===== src/design/assert_macros.svh =====
`ifndef ASSERT_MACROS_SVH
`define ASSERT_MACROS_SVH

// condition holds in the same cycle
`define ASSERT_SAME(label, clk, rst, cond, prop) \
   label: assert property (@(posedge clk) disable iff (rst) (cond) |-> (prop)) \
      else $error("assertion failed");

// condition is followed by a property in the next cycle
`define ASSERT_NEXT(label, clk, rst, cond, prop) \
   label: assert property (@(posedge clk) disable iff (rst) (cond) |=> (prop)) \
      else $error("assertion failed");

`endif


===== src/design/rcc_pkg.sv =====
`default_nettype none
package rcc_pkg;

   localparam int LANES     = 3;
   localparam int DIV_CELLS = 8;

   localparam logic [7:0]  FULL_LEVEL = 8'd255;
   localparam logic [7:0]  BLACK_CAP  = 8'd254;
   localparam logic [15:0] CEIL_BIAS  = 16'd254;

   localparam logic KIND_FWD = 1'b0;
   localparam logic KIND_REV = 1'b1;

   // one word in flight through the divider chain
   typedef struct packed {
      logic                       valid;
      logic                       kind;
      logic [7:0]                 black;
      logic [7:0]                 div;
      logic [LANES-1:0][7:0]      rem;
      logic [LANES-1:0][7:0]      quo;
   } stage_type;

endpackage
`default_nettype wire


===== src/design/rcc_front.sv =====
`default_nettype none
`include "assert_macros.svh"
module rcc_front (
   input  wire logic              clock,
   input  wire logic              reset,
   input  wire logic              take,
   input  wire logic              kind,
   input  wire logic [7:0]        chan_one,
   input  wire logic [7:0]        chan_two,
   input  wire logic [7:0]        chan_three,
   input  wire logic [7:0]        black_in,
   output rcc_pkg::stage_type     next_word
);

   rcc_pkg::stage_type prep_ff;
   rcc_pkg::stage_type prep_in;

   logic [rcc_pkg::LANES-1:0][7:0] chan;

   assign chan[0] = chan_one;
   assign chan[1] = chan_two;
   assign chan[2] = chan_three;

   always_comb begin : prep
      logic [7:0]  least;
      logic [7:0]  kf;
      logic [7:0]  lvl;
      logic [7:0]  rev_div;
      logic [15:0] num;
      least = ~chan[0];
      if (~chan[1] < least) begin
         least = ~chan[1];
      end
      if (~chan[2] < least) begin
         least = ~chan[2];
      end
      kf      = (least > rcc_pkg::BLACK_CAP) ? rcc_pkg::BLACK_CAP : least;
      rev_div = ~black_in;
      prep_in       = '0;
      prep_in.valid = take;
      prep_in.kind  = kind;
      if (kind == rcc_pkg::KIND_FWD) begin
         prep_in.black = kf;
         prep_in.div   = ~kf;
      end else begin
         prep_in.black = black_in;
         prep_in.div   = rcc_pkg::FULL_LEVEL;
      end
      for (int i = 0; i < rcc_pkg::LANES; i++) begin
         lvl = ~chan[i] - kf;
         if (kind == rcc_pkg::KIND_FWD) begin
            num = {lvl, 8'd0} - {8'd0, lvl};
         end else begin
            num = ({8'd0, chan[i]} * {8'd0, rev_div}) + rcc_pkg::CEIL_BIAS;
         end
         prep_in.rem[i] = num[15:8];
         prep_in.quo[i] = num[7:0];
      end
   end

   always_ff @(posedge clock) begin
      if (reset) begin
         prep_ff.valid <= 1'b0;
      end else begin
         prep_ff <= prep_in;
      end
   end

   assign next_word = prep_ff;

   `ASSERT_SAME(fwd_black_capped, clock, reset,
      prep_ff.valid && prep_ff.kind == rcc_pkg::KIND_FWD, prep_ff.black <= rcc_pkg::BLACK_CAP)
   `ASSERT_SAME(rev_div_full, clock, reset,
      prep_ff.valid && prep_ff.kind == rcc_pkg::KIND_REV, prep_ff.div == rcc_pkg::FULL_LEVEL)

endmodule
`default_nettype wire


===== src/design/rcc_div_cell.sv =====
`default_nettype none
`include "assert_macros.svh"
module rcc_div_cell (
   input  wire logic              clock,
   input  wire logic              reset,
   input  wire rcc_pkg::stage_type prev_word,
   output rcc_pkg::stage_type     next_word
);

   rcc_pkg::stage_type stage_ff;
   rcc_pkg::stage_type stage_in;

   // one restoring step per lane: bring down a bit, try the subtract
   always_comb begin : step
      logic [8:0] trial;
      logic [8:0] diff;
      logic       fits;
      stage_in = prev_word;
      for (int i = 0; i < rcc_pkg::LANES; i++) begin
         trial = {prev_word.rem[i], prev_word.quo[i][7]};
         diff  = trial - {1'b0, prev_word.div};
         fits  = (trial >= {1'b0, prev_word.div});
         stage_in.rem[i] = fits ? diff[7:0] : trial[7:0];
         stage_in.quo[i] = {prev_word.quo[i][6:0], fits};
      end
   end

   always_ff @(posedge clock) begin
      if (reset) begin
         stage_ff.valid <= 1'b0;
      end else begin
         stage_ff <= stage_in;
      end
   end

   assign next_word = stage_ff;

   `ASSERT_NEXT(valid_moves_on, clock, reset, prev_word.valid, stage_ff.valid)
   `ASSERT_SAME(rem_below_div, clock, reset, stage_ff.valid,
      stage_ff.rem[0] < stage_ff.div && stage_ff.rem[1] < stage_ff.div &&
      stage_ff.rem[2] < stage_ff.div)

endmodule
`default_nettype wire


===== src/design/rgb_cmyk_color_convert.sv =====
// channel    | ports                                   | handshake
// request    | req_kind, req_chan_*, req_black_in      | start while busy is low
// response   | rsp_out_*, rsp_black_out                | rsp_valid, one cycle
//
// one word accepted every cycle; busy is always low
// each result passes through one prep stage, eight
// divider cells (one quotient bit each) and the output register
// reset clears the valid bits of all stages; words in flight are dropped
// the receiver cannot stall, results are shown for exactly one cycle
`default_nettype none
`include "assert_macros.svh"
module rgb_cmyk_color_convert (
   input  wire logic       clock,
   input  wire logic       reset,
   input  wire logic       start,
   output logic            busy,
   input  wire logic       req_kind,
   input  wire logic [7:0] req_chan_one,
   input  wire logic [7:0] req_chan_two,
   input  wire logic [7:0] req_chan_three,
   input  wire logic [7:0] req_black_in,
   output logic            rsp_valid,
   output logic [7:0]      rsp_out_one,
   output logic [7:0]      rsp_out_two,
   output logic [7:0]      rsp_out_three,
   output logic [7:0]      rsp_black_out
);

   rcc_pkg::stage_type chain [rcc_pkg::DIV_CELLS+1];

   logic                            valid_ff;
   logic [rcc_pkg::LANES-1:0][7:0]  out_ff;
   logic [rcc_pkg::LANES-1:0][7:0]  out_in;
   logic [7:0]                      black_ff;
   logic [7:0]                      black_in;

   assign busy = 1'b0;

   rcc_front u_front (
      .clock      (clock),
      .reset      (reset),
      .take       (start & ~busy),
      .kind       (req_kind),
      .chan_one   (req_chan_one),
      .chan_two   (req_chan_two),
      .chan_three (req_chan_three),
      .black_in   (req_black_in),
      .next_word  (chain[0])
   );

   for (genvar g = 0; g < rcc_pkg::DIV_CELLS; g++) begin : g_cell
      rcc_div_cell u_cell (
         .clock     (clock),
         .reset     (reset),
         .prev_word (chain[g]),
         .next_word (chain[g+1])
      );
   end

   always_comb begin
      for (int i = 0; i < rcc_pkg::LANES; i++) begin
         if (chain[rcc_pkg::DIV_CELLS].kind == rcc_pkg::KIND_FWD) begin
            out_in[i] = chain[rcc_pkg::DIV_CELLS].quo[i];
         end else begin
            out_in[i] = ~chain[rcc_pkg::DIV_CELLS].black - chain[rcc_pkg::DIV_CELLS].quo[i];
         end
      end
      black_in = (chain[rcc_pkg::DIV_CELLS].kind == rcc_pkg::KIND_FWD) ?
                 chain[rcc_pkg::DIV_CELLS].black : 8'd0;
   end

   always_ff @(posedge clock) begin
      if (reset) begin
         valid_ff <= 1'b0;
      end else begin
         valid_ff <= chain[rcc_pkg::DIV_CELLS].valid;
      end
   end

   always_ff @(posedge clock) begin
      out_ff   <= out_in;
      black_ff <= black_in;
   end

   assign rsp_valid     = valid_ff;
   assign rsp_out_one   = out_ff[0];
   assign rsp_out_two   = out_ff[1];
   assign rsp_out_three = out_ff[2];
   assign rsp_black_out = black_ff;

   `ASSERT_SAME(black_out_range, clock, reset, rsp_valid, rsp_black_out <= rcc_pkg::BLACK_CAP)
   `ASSERT_NEXT(last_cell_to_output, clock, reset, chain[rcc_pkg::DIV_CELLS].valid, rsp_valid)

endmodule
`default_nettype wire


===== config.mk =====
export PLATFORM = sky130hd
export DESIGN_NAME = rgb_cmyk_color_convert
export DESIGN_NICKNAME = d
export VERILOG_FILES = /design/src/design/rcc_pkg.sv /design/src/design/rcc_front.sv /design/src/design/rcc_div_cell.sv /design/src/design/rgb_cmyk_color_convert.sv
export VERILOG_INCLUDE_DIRS = /design/src /design/src/design
export SDC_FILE = /design/constraint.sdc
export NUM_CORES = 2
export LEC_CHECK = 0
export ABC_CLOCK_PERIOD_IN_PS = 16500
export BUFFER_PORTS_ARGS = -buffer_cell sky130_fd_sc_hd__buf_2
export CELL_PAD_IN_SITES_DETAIL_PLACEMENT = 1
export CELL_PAD_IN_SITES_GLOBAL_PLACEMENT = 2
export CORE_UTILIZATION = 44
export CTS_BUF_LIST = sky130_fd_sc_hd__clkbuf_8 sky130_fd_sc_hd__clkbuf_16
export DETAILED_ROUTE_END_ITERATION = 8
export PLACE_DENSITY = 0.89
export SKIP_LAST_GASP = 1
export SLEW_MARGIN = 5
export SYNTH_ARGS = -nofsm -noshare
export SYNTH_HDL_FRONTEND = slang
export SYNTH_SLANG_ARGS = --single-unit

===== constraint.sdc =====
create_clock -name clock -period 16.5 [get_ports clock]
set_input_delay 3.3 -clock clock [delete_from_list [all_inputs] [get_ports clock]]
set_output_delay 3.3 -clock clock [all_outputs]
set_load 0.03 [all_outputs]

* Word level (Yosys, flattened, before mapping) *
Index checks and enable logic that the tools add are counted.

operators by class
  add/subtract/negate cells = 33
  multipliers = 3
  order comparisons = 27
  mux-type cells = 31
  bitwise logic cells = 6

operators by type and width
  operator               count
  $ge 9x8->1             24
  $mux 8                 27
  $sub 8x8->8            27
  $mux 16                4
  $add 16x8->16 const B  3
  $mul 8x8->16           3
  $not 8->8              6
  $sub 16x8->16          3
  $lt 8x8->1             2
  $gt 8x8->1 const B     1

word-level totals
  register bits = 595
  bits of input ports = 36
  output and inout bits = 34
  logic and storage cells = 191

* Logic depth before layout (Yosys ltp) *
  word-level depth = 10
  mapped depth = 34
  mapped depth without buffers = 31

* Cells and area by module *
A second synthesis with hierarchy kept.

unflattened totals
  cell total of the unflattened synthesis = 3,568
  area total of the unflattened synthesis = 41,856.4 µm²

by module, submodules not included
  module                               instances  cells each  area an instance (µm²)  seq. area each (µm²)
  rcc_div_cell (g_cell[0].u_cell ...)  6          251         3,535.9                 1,971.9
  rcc_front                            1          1,321       11,842.6                1,971.9
  rcc_div_cell (g_cell[6].u_cell)      1          251         3,477.1                 1,971.9
  rcc_div_cell (g_cell[1].u_cell)      1          252         3,367.0                 1,971.9
  rgb_cmyk_color_convert               1          238         1,954.4                 660.6

* Worst setup path before layout *
Ideal clock, no wire load.

  path type = input-to-reg
  start point = input port reset
  end point = register g_cell[0].u_cell.stage_ff (netlist bit g_cell[0].u_cell.next_word[0]), enable pin
  library setup time = 0.896 ns
  arrival = 14.100 ns
  required time = 15.604 ns
  slack = 1.505 ns
  stages = 2
  path buffers = 1
  path through = clkbuf_1 -> inv_1

RTL lines
  item                    line                          source
  start: declaration      rgb_cmyk_color_convert.sv:14  input wire logic reset,
  end signal: assignment  rcc_div_cell.sv:32            stage_ff <= stage_in;
  end: declaration        rcc_div_cell.sv:10            rcc_pkg::stage_type stage_ff;

No word-level cell between the ends.

* Worst setup path after layout *
  start point = input port req_chan_two[4]
  end point = register u_front.prep_ff (netlist bit u_front.next_word[41]) (data pin)

between the ends
  word-level cells in the longest chain between the ends = 10

ends and longest elaborated chain
  item                     line                              source
  start: declaration       rgb_cmyk_color_convert.sv:19      input wire logic [7:0] req_chan_two,
  $not 8->8 *              rcc_front.sv:31, rcc_front.sv:32
  $lt 8x8->1               rcc_front.sv:31                   if (~chan[1] < least) begin
  $mux 8 *                 rcc_front.sv:31
  $lt 8x8->1               rcc_front.sv:34                   if (~chan[2] < least) begin
  $mux 8 *                 rcc_front.sv:34
  $gt 8x8->1               rcc_front.sv:37                   kf = (least > rcc_pkg::BLACK_CAP) ? rcc_pkg::BLACK_CAP : least;
  $mux 8 *                 rcc_front.sv:37
  $sub 8x8->8 *            rcc_front.sv:50                   lvl = ~chan[i] - kf;
  $sub 16x8->16 *          rcc_front.sv:52                   num = {lvl, 8'd0} - {8'd0, lvl};
  $mux 16 *                rcc_front.sv:51                   if (kind == rcc_pkg::KIND_FWD) begin
  net u_front.prep.num[9]  rcc_front.sv:29                   logic [15:0] num;
  end signal: assignment   rcc_front.sv:65                   prep_ff <= prep_in;
  end: declaration         rcc_front.sv:15                   rcc_pkg::stage_type prep_ff;

The timed path passes the listed nets; every way through them passes the cells marked *.
A chain may end at the register's enable or synchronous reset.

==> run metrics <==
Synth Instances 3227; First-pass DRT Iterations 5; Logic pwr share 0.440; Critical-path top delay cell o21ai_1; Reg power frac 0.355; Setup Fix Bufs, Post-CTS 0; initial antenna violation count 0; Port Buffer Count 68; outcome finished clean; Final setup viols 0; Worst Path Arrival 11.25 ns; WP data required 16.86 ns; WL met2 46500 um; clk_skew 0.0256 ns; TritonCTS buffer count 59; Final ANT Viol Nets 0; vias in the first global route 25589; asr flop ratio synth 0; FF+latch count, synth 595; met3 WL 2150 um; worst skew pair latency 0.63 ns; Mapped Area 36600 um^2; vias per inst 5.33; Hold Path Class flop to flop; Slew Limit Fails 0; Clk pwr share 0.205; CTS hold repair buffers 0; Area Overhead vs Synth 9.60%; Reg2Reg Depth 14; CP delay by family, top compound AO/OA/AOI/OAI gates; Highest Signal Layer met4; Power Dens Cells 170 nW/um^2; worst r2r src g_cell[3].u_cell.next_word[49]; Initial DRC Count 1258; Die Area 84400 um^2; Pint 0.00424 W; Ports 70; Min Hold Slack 0.401 ns; Highest Clock Rate 0.0919 GHz; gpl congestion 0.869; most frequent cells in the layout edfxtp_1, inv_1, ha_1, o21ai_0, nand2_1; Via Count 23515; Core Area 82200 um^2; most common cell after layout, fill and taps aside edfxtp_1; # DRC 0; Peak supply drop 0.0952 mV; sw power 0.00260 W; relative max-transition margin 0.279; CP startpoint kind primary input; H-Tree Depth 2; setup TNS 0 ns; Hold Path Sink g_cell[5].u_cell.next_word[7]; Worst Path Buf+Inv 5; fin nets 3818; GRT Util Overall 0.210; final hold vios 0; minimum clock period after layout 10.89 ns; CP Max Fanout 11; Max Cap Viol 0; max incr delay on CP 0.74 ns; Starting Density 0.445; final cycle utilization of the critical path 0.660; Setup CP Type primary input to flop; root buf cell clkbuf_16; FF-to-FF End g_cell[4].u_cell.next_word[44]; antenna cells 0; final worst setup slack 5.61 ns; post-DP HPWL 68700 um; clock sink total 595; Post-Place Setup Slack 5.04 ns; Post-Syn Nets 3756; clk buf depth 3; slew at the pin closest to its max-slew limit 1.08 ns; RSZ-0062 raised after global routing no; post-cts sizing count 0; worst hold start g_cell[4].u_cell.next_word[6]; routed len/inst 20.1 um; mean post-synth cell area 11.4 um^2; final wirelength 88500 um; CTS clock-pin slew for the worst setup and hold paths 0.06 ns; remaining global-route overflow 0; Syn. warnings 0; crit end category flop; wl on met1 37000 um; Pleak 17.0 nW; Die H 291 um; CTS tree done; Sw Ratio 0.380; layout cells sized above 1 0.0599; largest net degree at the start of global routing 188; Worst Hold Depth 0; Netlist cell types 81; overall die width 291 um; post-synthesis sequential area ratio 0.476; first-pass GRT wire length 140000 um; row cnt 105; r2r setup slk 12.45 ns; Main synth FF type edfxtp_1; Post-synth EDFFs 553
-- worst max path at each step --
stage,from,end,slack (ns),cells after the start
floorplan,reset,g_cell[0].u_cell.next_word[0],1.50,2
global placement,req_chan_two[4],u_front.next_word[41],5.12,32
detailed placement,req_chan_two[4],u_front.next_word[41],5.04,32
CTS,req_chan_two[4],u_front.next_word[41],5.67,32
global route,req_chan_two[4],u_front.next_word[41],4.78,32
finish,req_chan_two[4],u_front.next_word[41],5.61,32
-- layout make-up --
cell class / instances / area (um^2)
inverters: 386 / 1460
fillers: 8741 / 42100
multi-input cells: 2169 / 17400
repair buffers: 78 / 440
well taps: 1070 / 1340
clock inverters: 50 / 529
flip-flops and latches: 595 / 17400
clock buffers: 61 / 1500
-- power by group through the flow --
stage / Sequential, W / Combinational [W] / Clock, W
2_1_floorplan: 0.00241 / 0.00215 / 0
3_3_place_gp: 0.00244 / 0.00287 / 0
3_5_place_dp: 0.00246 / 0.00300 / 0
4_1_cts: 0.00243 / 0.00303 / 0.00144
5_1_grt: 0.00247 / 0.00338 / 0.00148
6_report: 0.00243 / 0.00301 / 0.00140
-- cell usage after synthesis (all sizes together) (48+ instances only) --
master	count	area, um^2
xor2	68	596
nand2	244	916
nor2	168	633
xnor2	96	863
a21oi	92	460
clkbuf	67	251
and2	48	303
nor2b	101	632
nand2b	172	1080
ha	343	4290
o21ai	279	1400
edfxtp	553	16600
o31ai	48	360
a21o	59	443
fa	150	3000
inv	384	1440
mux2i	56	572
-- routing by layer --
layer	up-vias	GRT usage
met4	0	0.0674
met5	-	0
met3	144	0.0179
met1	11644	0.250
met2	337	0.398
li1	11390	-
-- cells by family after synthesis --
group | after synthesis | synth area share
muxes | 60 | 0.0168
other | 1 | 0.000102
and+or+nand+nor | 860 | 0.120
xor gates and xnor gates | 164 | 0.0398
buffers and inverters | 463 | 0.0479
adders and majority gates | 494 | 0.199
DFF | 595 | 0.476
AOI/OAI and AO/OA | 590 | 0.100
-- metrics by stage --
| stage | cell area [um^2] | instances | utilization | total power, W |
|---|---|---|---|---|
| finish | 40100 | 4409 | 0.488 | 0.00684 |
| floorplan | 36600 | 3227 | - | 0.00456 |
| global placement | 38100 | 4298 | 0.463 | 0.00531 |
| CTS | 40100 | 4409 | 0.488 | 0.00690 |
| global route | 40100 | 4409 | 0.488 | 0.00733 |
| detailed placement | 38100 | 4298 | 0.463 | 0.00546 |
-- flip-flops by register name, summed over array words and instances, names as in the netlist --
register                 cells
g_cell.u_cell.next_word    496
rsp_valid                    1
rsp_out_one                  8
rsp_out_three                8
rsp_black_out                8
rsp_out_two                  8
u_front.next_word           66
Note: power is estimated with default switching activity, not from simulation.
